## src/assert_macros.svh

```systemverilog
// Concurrent assertion helpers used by the datapath RTL.
`ifndef ASSERT_MACROS_SVH
`define ASSERT_MACROS_SVH

// Checks a property on every rising clock edge while reset is released.
`define ASSERT_CLK(lbl, clk, rst_n, prop, msg) \
	lbl: assert property (@(posedge clk) disable iff (!rst_n) (prop)) else $error(msg);

// Checks that an antecedent is followed in the next cycle by a consequent.
`define ASSERT_NEXT(lbl, clk, rst_n, ante, cons, msg) \
	lbl: assert property (@(posedge clk) disable iff (!rst_n) (ante) |=> (cons)) else $error(msg);

`endif

```

## src/ppq_pkg.sv

```systemverilog
package ppq_pkg;

	localparam int QUEUE_DEPTH = 64;
	localparam int IDX_W       = $clog2(QUEUE_DEPTH);
	localparam int CNT_W       = 7;
	localparam int DEST_W      = 32;
	localparam int HANDLE_W    = 16;
	localparam int ENTRY_W     = DEST_W + HANDLE_W;

	localparam logic [CNT_W-1:0] MAX_RESET = CNT_W'(QUEUE_DEPTH);

	// Opcodes.
	localparam logic [2:0] OP_ENQ    = 3'd0;
	localparam logic [2:0] OP_LOOKUP = 3'd1;
	localparam logic [2:0] OP_DROP   = 3'd2;
	localparam logic [2:0] OP_SEND   = 3'd3;
	localparam logic [2:0] OP_FLUSH  = 3'd4;

	// Reply kinds.
	localparam logic [1:0] KIND_ENQ    = 2'd0;
	localparam logic [1:0] KIND_LOOKUP = 2'd1;
	localparam logic [1:0] KIND_REL    = 2'd2;

	// Release actions.
	localparam logic [1:0] ACT_FWD    = 2'd0;
	localparam logic [1:0] ACT_DROP   = 2'd1;
	localparam logic [1:0] ACT_NOTIFY = 2'd2;

	typedef struct packed {
		logic [2:0]          opcode;
		logic [DEST_W-1:0]   dest_addr;
		logic [HANDLE_W-1:0] packet_handle;
		logic                route_present;
	} cmd_t;

	typedef struct packed {
		logic [1:0]          reply_kind;
		logic                accepted;
		logic                found;
		logic                entry_present;
		logic [HANDLE_W-1:0] released_handle;
		logic [1:0]          action;
		logic [CNT_W-1:0]    release_count;
		logic                last;
		logic [CNT_W-1:0]    occupancy;
	} res_t;

	typedef enum logic [1:0] {
		ST_IDLE,
		ST_ENQ,
		ST_SCAN,
		ST_FINISH
	} state_t;

	typedef struct packed {
		logic latch;
		logic enq;
		logic scan;
		logic finish;
	} ctl_cmd_t;

	typedef struct packed {
		logic scan_done;
	} ctl_sts_t;

endpackage

```

## src/ppq_ram.sv

```systemverilog
module ppq_ram #(
	parameter int WIDTH = 8,
	parameter int DEPTH = 64,
	localparam int AW = $clog2(DEPTH)
) (
	input  logic             clk,
	input  logic             we,
	input  logic [AW-1:0]    waddr,
	input  logic [WIDTH-1:0] wdata,
	input  logic [AW-1:0]    raddr,
	output logic [WIDTH-1:0] rdata
);

	logic [WIDTH-1:0] mem_q [DEPTH];
	logic [WIDTH-1:0] rdata_q;

	always_ff @(posedge clk) begin
		if (we) begin
			mem_q[waddr] <= wdata;
		end
		rdata_q <= mem_q[raddr];
	end

	assign rdata = rdata_q;

endmodule

```

## src/ppq_ctrl.sv

```systemverilog
module ppq_ctrl (
	input  logic               clk,
	input  logic               arst_n,
	input  logic               start,
	input  logic [2:0]         opcode,
	input  ppq_pkg::ctl_sts_t  sts,
	output ppq_pkg::ctl_cmd_t  ctl,
	output logic               busy
);

	ppq_pkg::state_t state_q, state_d;

	always_ff @(posedge clk or negedge arst_n) begin
		if (!arst_n) begin
			state_q <= ppq_pkg::ST_IDLE;
		end else begin
			state_q <= state_d;
		end
	end

	always_comb begin
		state_d = state_q;
		case (state_q)
			ppq_pkg::ST_IDLE: begin
				if (start) begin
					if (opcode == ppq_pkg::OP_ENQ) begin
						state_d = ppq_pkg::ST_ENQ;
					end else if (opcode inside {ppq_pkg::OP_LOOKUP, ppq_pkg::OP_DROP,
							ppq_pkg::OP_SEND, ppq_pkg::OP_FLUSH}) begin
						state_d = ppq_pkg::ST_SCAN;
					end
				end
			end
			ppq_pkg::ST_ENQ: state_d = ppq_pkg::ST_IDLE;
			ppq_pkg::ST_SCAN: begin
				if (sts.scan_done) begin
					state_d = ppq_pkg::ST_FINISH;
				end
			end
			ppq_pkg::ST_FINISH: state_d = ppq_pkg::ST_IDLE;
			default: state_d = ppq_pkg::ST_IDLE;
		endcase
	end

	always_comb begin
		ctl  = '0;
		busy = 1'b1;
		case (state_q)
			ppq_pkg::ST_IDLE: begin
				busy      = 1'b0;
				ctl.latch = start;
			end
			ppq_pkg::ST_ENQ:    ctl.enq = 1'b1;
			ppq_pkg::ST_SCAN:   ctl.scan = 1'b1;
			ppq_pkg::ST_FINISH: ctl.finish = 1'b1;
			default:            busy = 1'b1;
		endcase
	end

endmodule

```

## src/ppq_dp.sv

```systemverilog
`include "assert_macros.svh"

module ppq_dp (
	input  logic                      clk,
	input  logic                      arst_n,
	input  ppq_pkg::cmd_t             cmd,
	input  logic                      cfg_we,
	input  logic [ppq_pkg::CNT_W-1:0] cfg_wdata,
	input  ppq_pkg::ctl_cmd_t         ctl,
	output ppq_pkg::ctl_sts_t         sts,
	output logic                      strobe,
	output ppq_pkg::res_t             result
);

	// Control state.
	logic [ppq_pkg::CNT_W-1:0] count_q, max_q, total_q;
	logic [ppq_pkg::CNT_W-1:0] idx_q, keep_q, released_q, counted_q;
	logic [2:0]                op_q;
	logic                      route_q, found_q;
	logic                      rd_vld_s1, pend_vld_q, out_vld_q;

	// Payload.
	logic [ppq_pkg::DEST_W-1:0]   dest_q;
	logic [ppq_pkg::HANDLE_W-1:0] handle_q;
	ppq_pkg::res_t                pend_q, out_q;

	// Combinational.
	logic [ppq_pkg::ENTRY_W-1:0]  rd_data, wr_data;
	logic [ppq_pkg::DEST_W-1:0]   rd_dest;
	logic [ppq_pkg::HANDLE_W-1:0] rd_handle;
	logic [ppq_pkg::IDX_W-1:0]    wr_addr;
	logic                         wr_en, issue, is_release, hit, rel_hit, keep_wr, enq_ok;
	logic [ppq_pkg::CNT_W-1:0]    released_nx, counted_nx;
	logic [1:0]                   act;
	ppq_pkg::res_t                new_rep, out_d;
	logic                         out_vld_d;

	assign {rd_dest, rd_handle} = rd_data;

	assign issue       = ctl.scan && (idx_q < total_q);
	assign is_release  = (op_q != ppq_pkg::OP_LOOKUP);
	assign hit         = (op_q == ppq_pkg::OP_FLUSH) || (rd_dest == dest_q);
	assign rel_hit     = rd_vld_s1 && is_release && hit;
	assign keep_wr     = rd_vld_s1 && is_release && !hit;
	assign released_nx = released_q + 1'b1;
	assign enq_ok      = (count_q < max_q) && (count_q < ppq_pkg::CNT_W'(ppq_pkg::QUEUE_DEPTH));

	assign sts.scan_done = (idx_q == total_q) && !rd_vld_s1;

	// Action and running count for a released entry.
	always_comb begin
		act        = ppq_pkg::ACT_DROP;
		counted_nx = counted_q + 1'b1;
		case (op_q)
			ppq_pkg::OP_DROP: begin
				act = (counted_q == '0) ? ppq_pkg::ACT_NOTIFY : ppq_pkg::ACT_DROP;
			end
			ppq_pkg::OP_SEND: begin
				if (route_q) begin
					act = ppq_pkg::ACT_FWD;
				end else begin
					counted_nx = counted_q;
				end
			end
			default: act = ppq_pkg::ACT_DROP;
		endcase
	end

	always_comb begin
		new_rep                 = '0;
		new_rep.reply_kind      = ppq_pkg::KIND_REL;
		new_rep.entry_present   = 1'b1;
		new_rep.released_handle = rd_handle;
		new_rep.action          = act;
		new_rep.release_count   = counted_nx;
		new_rep.occupancy       = total_q - released_nx;
	end

	// Memory write: enqueue appends, release compacts survivors toward the head.
	always_comb begin
		wr_en   = 1'b0;
		wr_addr = keep_q[ppq_pkg::IDX_W-1:0];
		wr_data = {rd_dest, rd_handle};
		if (ctl.enq) begin
			wr_en   = enq_ok;
			wr_addr = count_q[ppq_pkg::IDX_W-1:0];
			wr_data = {dest_q, handle_q};
		end else if (keep_wr) begin
			wr_en = 1'b1;
		end
	end

	// Reply selection. Release replies are held back one match so that the
	// final one can carry the last flag.
	always_comb begin
		out_vld_d = 1'b0;
		out_d     = '0;
		if (ctl.enq) begin
			out_vld_d          = 1'b1;
			out_d.reply_kind   = ppq_pkg::KIND_ENQ;
			out_d.accepted     = enq_ok;
			out_d.last         = 1'b1;
			out_d.occupancy    = enq_ok ? count_q + 1'b1 : count_q;
		end else if (ctl.finish) begin
			out_vld_d = 1'b1;
			if (!is_release) begin
				out_d.reply_kind = ppq_pkg::KIND_LOOKUP;
				out_d.found      = found_q;
				out_d.last       = 1'b1;
				out_d.occupancy  = count_q;
			end else if (pend_vld_q) begin
				out_d      = pend_q;
				out_d.last = 1'b1;
			end else begin
				out_d.reply_kind = ppq_pkg::KIND_REL;
				out_d.last       = 1'b1;
				out_d.occupancy  = keep_q;
			end
		end else if (rel_hit && pend_vld_q) begin
			out_vld_d = 1'b1;
			out_d     = pend_q;
		end
	end

	always_ff @(posedge clk or negedge arst_n) begin
		if (!arst_n) begin
			count_q    <= '0;
			max_q      <= ppq_pkg::MAX_RESET;
			total_q    <= '0;
			idx_q      <= '0;
			keep_q     <= '0;
			released_q <= '0;
			counted_q  <= '0;
			op_q       <= ppq_pkg::OP_ENQ;
			route_q    <= 1'b0;
			found_q    <= 1'b0;
			rd_vld_s1  <= 1'b0;
			pend_vld_q <= 1'b0;
			out_vld_q  <= 1'b0;
		end else begin
			out_vld_q <= out_vld_d;
			rd_vld_s1 <= issue;
			if (cfg_we) begin
				max_q <= cfg_wdata;
			end
			if (ctl.latch) begin
				op_q       <= cmd.opcode;
				route_q    <= cmd.route_present;
				total_q    <= count_q;
				idx_q      <= '0;
				keep_q     <= '0;
				released_q <= '0;
				counted_q  <= '0;
				found_q    <= 1'b0;
				pend_vld_q <= 1'b0;
			end
			if (issue) begin
				idx_q <= idx_q + 1'b1;
			end
			if (rd_vld_s1 && !is_release && hit) begin
				found_q <= 1'b1;
			end
			if (keep_wr) begin
				keep_q <= keep_q + 1'b1;
			end
			if (rel_hit) begin
				released_q <= released_nx;
				counted_q  <= counted_nx;
				pend_vld_q <= 1'b1;
			end
			if (ctl.enq && enq_ok) begin
				count_q <= count_q + 1'b1;
			end
			if (ctl.finish && is_release) begin
				count_q <= keep_q;
			end
		end
	end

	always_ff @(posedge clk) begin
		if (ctl.latch) begin
			dest_q   <= cmd.dest_addr;
			handle_q <= cmd.packet_handle;
		end
		if (rel_hit) begin
			pend_q <= new_rep;
		end
		out_q <= out_d;
	end

	ppq_ram #(
		.WIDTH(ppq_pkg::ENTRY_W),
		.DEPTH(ppq_pkg::QUEUE_DEPTH)
	) u_ram (
		.clk  (clk),
		.we   (wr_en),
		.waddr(wr_addr),
		.wdata(wr_data),
		.raddr(idx_q[ppq_pkg::IDX_W-1:0]),
		.rdata(rd_data)
	);

	assign strobe = out_vld_q;
	assign result = out_q;

	`ASSERT_CLK(a_count_cap, clk, arst_n, count_q <= ppq_pkg::CNT_W'(ppq_pkg::QUEUE_DEPTH),
		"entry count exceeds queue depth")
	`ASSERT_CLK(a_keep_behind, clk, arst_n, !rd_vld_s1 || (keep_q < idx_q),
		"compaction write would overtake the read pointer")
	`ASSERT_NEXT(a_last_gap, clk, arst_n, out_vld_q && out_q.last, !out_vld_q,
		"reply follows directly after a final reply")

endmodule

```

## src/pending_packet_queue_by_destination_top.sv

```systemverilog
// Channel   Handshake             Payload             Direction
// command   start / busy          cmd (ppq_pkg::cmd_t) in
// result    strobe                result (res_t)      out
// config    cfg_we                cfg_wdata (7 bits)  in
//
// A command beat is taken at a rising edge with start high and busy low.
// An enqueue keeps busy high for one cycle after its beat is taken. A lookup,
// drop, send or flush scans every stored entry through the one read port of the
// entry memory and keeps busy high through the scan and the final reply state.
// Each result beat is shown for exactly one cycle with strobe high; the
// receiver cannot stall, so replies go out as soon as they are formed.
// Reset is asynchronous and active low; it empties the queue and sets the
// capacity limit to 64. Opcodes 5 to 7 are taken and produce no beat.

module pending_packet_queue_by_destination_top (
	input  logic                      clk,
	input  logic                      arst_n,
	input  logic                      start,
	output logic                      busy,
	input  ppq_pkg::cmd_t             cmd,
	output logic                      strobe,
	output ppq_pkg::res_t             result,
	input  logic                      cfg_we,
	input  logic [ppq_pkg::CNT_W-1:0] cfg_wdata
);

	// The controller sequences enqueue, scan and final reply; the datapath
	// holds the entry memory, counters and reply registers.
	ppq_pkg::ctl_cmd_t ctl;
	ppq_pkg::ctl_sts_t sts;

	ppq_ctrl u_ctrl (
		.clk   (clk),
		.arst_n(arst_n),
		.start (start),
		.opcode(cmd.opcode),
		.sts   (sts),
		.ctl   (ctl),
		.busy  (busy)
	);

	// During a release scan, surviving entries are written back toward the
	// head of the memory while later entries are still being read, so the
	// arrival order of what remains is kept.
	ppq_dp u_dp (
		.clk      (clk),
		.arst_n   (arst_n),
		.cmd      (cmd),
		.cfg_we   (cfg_we),
		.cfg_wdata(cfg_wdata),
		.ctl      (ctl),
		.sts      (sts),
		.strobe   (strobe),
		.result   (result)
	);

endmodule
```

## config.mk

```make
export PLATFORM = sky130hd
export DESIGN_NAME = pending_packet_queue_by_destination_top
export DESIGN_NICKNAME = d
export VERILOG_FILES = /design/src/ppq_pkg.sv /design/src/ppq_ram.sv /design/src/ppq_ctrl.sv /design/src/ppq_dp.sv /design/src/pending_packet_queue_by_destination_top.sv
export VERILOG_INCLUDE_DIRS = /design/src /design/src/src
export SDC_FILE = /design/constraint.sdc
export NUM_CORES = 2
export LEC_CHECK = 0
export ABC_AREA = 1
export BUFFER_PORTS_ARGS = -buffer_cell sky130_fd_sc_hd__buf_2
export CAP_MARGIN = 20
export CELL_PAD_IN_SITES_DETAIL_PLACEMENT = 1
export CELL_PAD_IN_SITES_GLOBAL_PLACEMENT = 1
export CORE_MARGIN = 2
export CORE_UTILIZATION = 30
export CTS_CLUSTER_DIAMETER = 150
export DETAILED_ROUTE_END_ITERATION = 7
export PLACE_DENSITY = 0.61
export RECOVER_POWER = 100
export SYNTH_ARGS = -nofsm -noshare
export SYNTH_HDL_FRONTEND = slang
export SYNTH_SLANG_ARGS = --single-unit
```

## constraint.sdc

```tcl
create_clock -name clk -period 6.43 [get_ports clk]
set_clock_uncertainty 0.2 [all_clocks]
set_input_delay 1.929 -clock clk [delete_from_list [all_inputs] [get_ports clk]]
set_output_delay 1.929 -clock clk [all_outputs]
set_load 0.05 [all_outputs]
```

==> key figures <==
Synth
  • Synth top area share: 73.99%
  • Synth Area per Inst: 13.45 um^2
  • Yosys warns: 0
  • Syn Nets: 9598
  • Top FF cell, synth: edfxtp_1
  • Post-synth EDFFs: 3152
  • Sequential share of the synthesized area: 76.49%
  • Post-synth ARST share: 1.790%
  • Synth area leader: edfxtp_1
  • FF+latch count, synth: approximately 3300
  • Yosys cell types: 45
  • Mapped Cells: 9509
  • Top post-synthesis cells by area: edfxtp_1 74%, o21ai_0 6.3%, nor2_1 4.9%
  • Syn Std Cell Area: 0.1279 mm^2

Clocking
  • CTS tree: yes
  • Post-CTS Setup Bufs: 0
  • # clock sinks: around 3300
  • CTS Buffer Depth: 4
  • CTS clk-pin slew, worst paths: 0.06 ns
  • Root Buffer Master: clkbuf_16
  • Clock Latency Late Sink: around 0.95 ns
  • CTS buffer count: 357
  • H-Tree Depth: 5
  • Post-CTS sizing: 0
  • Hold_buf cts: 0

Setup path
  • Crit path arrival time: ~6.1 ns
  • Worst r2r path cells: 5
  • Critical Path Source Type: flop
  • Worst-path fanout max: 25
  • WS Path Type: reg -> reg
  • Critical Path Sink Type: flop
  • WP data required: roughly 6.9 ns

Timing
  • Actual slew at the worst max-slew pin: about 3.7 ns
  • Pins over their slew limit: 3522
  • Fin crit share: just under 90%
  • Fmax: between 150 and 200 MHz
  • Hold Fails Final Rpt: 0
  • Hold WS: 0.2566 ns
  • Final setup fails: 0
  • Final Critical Period: 5.581 ns
  • RSZ-0062 raised after global routing: false
  • Setup TNS: 0 ns
  • Slew margin rel.: -146.5%

Worst hold path
  • Hold Crit Depth: 0
  • HP Class: reg -> reg

Placement
  • Port bufs: 102
  • DP HPWL: 265.6 mm
  • Dpl cells: 14830
  • Placer Congestion: between 0.8 and 0.9

Finish
  • Nets@finish: 9613
  • Layout cell share with drive strength beyond 1: approximately 8.4%
  • Commonest cells after routing, fill and taps aside: 3152 x edfxtp_1, 1622 x nor2_1, 1605 x o21ai_0
  • Most common cell after layout, fill and taps aside: edfxtp_1
  • Non-Filler Instances: 15490
  • Syn-to-layout area delta: 14.62%

Global routing
  • Vias in the first global route: ~86000
  • Total grt overflow: 0
  • Tot GR Track Use: a little over 20%
  • Initial antenna violation count: 25
  • Largest net degree at the start of global routing: 164
  • First-pass GRT wire length: ~650 mm

Detailed routing
  • Drt first pass iters: 6
  • # DRC: 0
  • Post-DRT Antenna Nets: 0
  • Drt wl/cell: 29.48 um
  • Initial DRC count: 9936
  • Vias per inst: between 5 and 6
  • Drt total wl: 456.8 mm
  • Vias: 84920

Run status
  • Outcome: finished with violations
  • Failing checks: capacitance limit, slew limit

Job
  • Max-cap viol count: 71

Floorplanning
  • Num ports: between 100 and 150
  • Die H: 657.0 um
  • Initial Util: approximately 30%
  • Row Count: 239
  • Die Footprint: around 0.43 mm^2
  • Core region area: 0.4240 mm^2
  • Die width: 657.0 um

Power
  • Leak pwr: 46.20 nW
  • Pwr dens: 474.9 mW/mm^2
  • Max VDD drop: 0.0004913 V
## final timing paths
kind,slack (ns),startpoint,end
worst max-delay path,0.85,u_dp.idx_q[4]$_DFFE_PN0P_,u_dp.u_ram.rdata[39]$_DFF_P_
worst min-delay path,0.26,u_dp.u_ram.rdata[9]$_DFF_P_,u_dp.pend_q[26]$_DFFE_PN_
worst max register to register,0.85,u_dp.idx_q[4]$_DFFE_PN0P_,u_dp.u_ram.rdata[39]$_DFF_P_
worst min register to register,0.26,u_dp.u_ram.rdata[9]$_DFF_P_,u_dp.pend_q[26]$_DFFE_PN_
max in group asynchronous,4.38,arst_n,u_dp.idx_q[5]$_DFFE_PN0P_
min in group asynchronous,0.97,arst_n,u_dp.max_q[3]$_DFFE_PN0P_
## cells by family after synthesis
kind of cell    Yosys count  share of synthesized area (%)
flops                  3297                          76.49
simple gates           2681                          8.405
compound gates         2642                          11.94
buf+inv                 812                          2.557
xor+xnor                 50                         0.3423
fa+ha+maj                26                         0.2602
mux                       1                       0.008802
## state kept, by name, indices dropped and copies added (netlist names), 2 cells and up
| name | count |
|---|---|
| u_dp.released_q | 7 |
| u_dp.result | 38 |
| u_dp.dest_q | 32 |
| u_dp.pend_q | 32 |
| u_dp.handle_q | 16 |
| u_dp.op_q | 3 |
| u_dp.max_q | 7 |
| u_dp.total_q | 7 |
| u_dp.u_ram.mem_q | 3072 |
| u_dp.count_q | 7 |
| u_dp.counted_q | 7 |
| u_ctrl.state_q | 2 |
| u_dp.keep_q | 7 |
| u_dp.u_ram.rdata | 48 |
| u_dp.idx_q | 7 |
## area by class of cell
class,instances,area [um^2]
clock buffer,457,9567
fill,44560,277400
tap,5663,7086
timing repair buffer,326,2648
antenna,11,27.53
clock inverter,196,1732
multi-input combinational,5400,27140
inverter,142,570.5
sequential,3297,97870
## worst max-delay path, cell delays in order (launching register included)
cell and delay (ns):
dfrtp_1 1.67, clkbuf_1 1.75, buf_4 0.83, nand4_1 0.27
nand3_1 0.18, nand2_1 0.36
## power breakdown
group	total [mW]	internal, mW	switching [mW]	leakage, nW
clock network	20.2	11.5	8.69	5.53
registers	29.4	28.9	0.482	29.9
logic	20.1	3.53	16.5	10.8
total	69.6	43.9	25.7	46.2
## per-stage QoR
| step | instance area (um^2) | power [mW] | utilization, % | setup slack [ns] |
|---|---|---|---|---|
| finish | 146600 | 69.64 | 34.58 | 0.8485 |
| global route | 146600 | 71.91 | 34.58 | 0.6648 |
| CTS | 147400 | 69.59 | 34.75 | 1.595 |
| detailed placement | 136100 | 49.59 | 32.09 | 1.630 |
| global placement | 136100 | 49.03 | 32.09 | 1.729 |
| floorplan | 127900 | 39.47 | - | 1.884 |
## layer usage
layer,vias up,track usage (%),share of wire (%),wire length (um)
li1,35770,-,-,-
met1,44800,27.15,41,186500
met2,3634,33.62,48,217500
met3,711,2.921,7.2,33110
met4,2,8.067,4.3,19550
met5,-,0,0.0028,13
## synthesized netlist by cell type (2+ instances only)
| master | number |
|---|---|
| buf_1 | 35 |
| nand4_2 | 3 |
| nor3_1 | 10 |
| nor2_1 | 1667 |
| inv_1 | 127 |
| dfrtp_1 | 58 |
| o211ai_1 | 92 |
| o22ai_1 | 492 |
| buf_6 | 3 |
| buf_2 | 131 |
| a221oi_1 | 7 |
| o221ai_1 | 297 |
| o21ai_1 | 2 |
| inv_2 | 13 |
| a21oi_1 | 128 |
| ha_1 | 25 |
| buf_4 | 9 |
| nand4_1 | 83 |
| xnor2_1 | 26 |
| clkbuf_1 | 492 |
| dfxtp_1 | 86 |
| xor2_1 | 24 |
| nand2_1 | 587 |
| a21oi_2 | 5 |
| a211oi_1 | 2 |
| nor2_2 | 3 |
| o21bai_1 | 6 |
| edfxtp_1 | 3152 |
| nand3_1 | 323 |
| o21ai_0 | 1606 |
(Power assumes the default switching activity.)
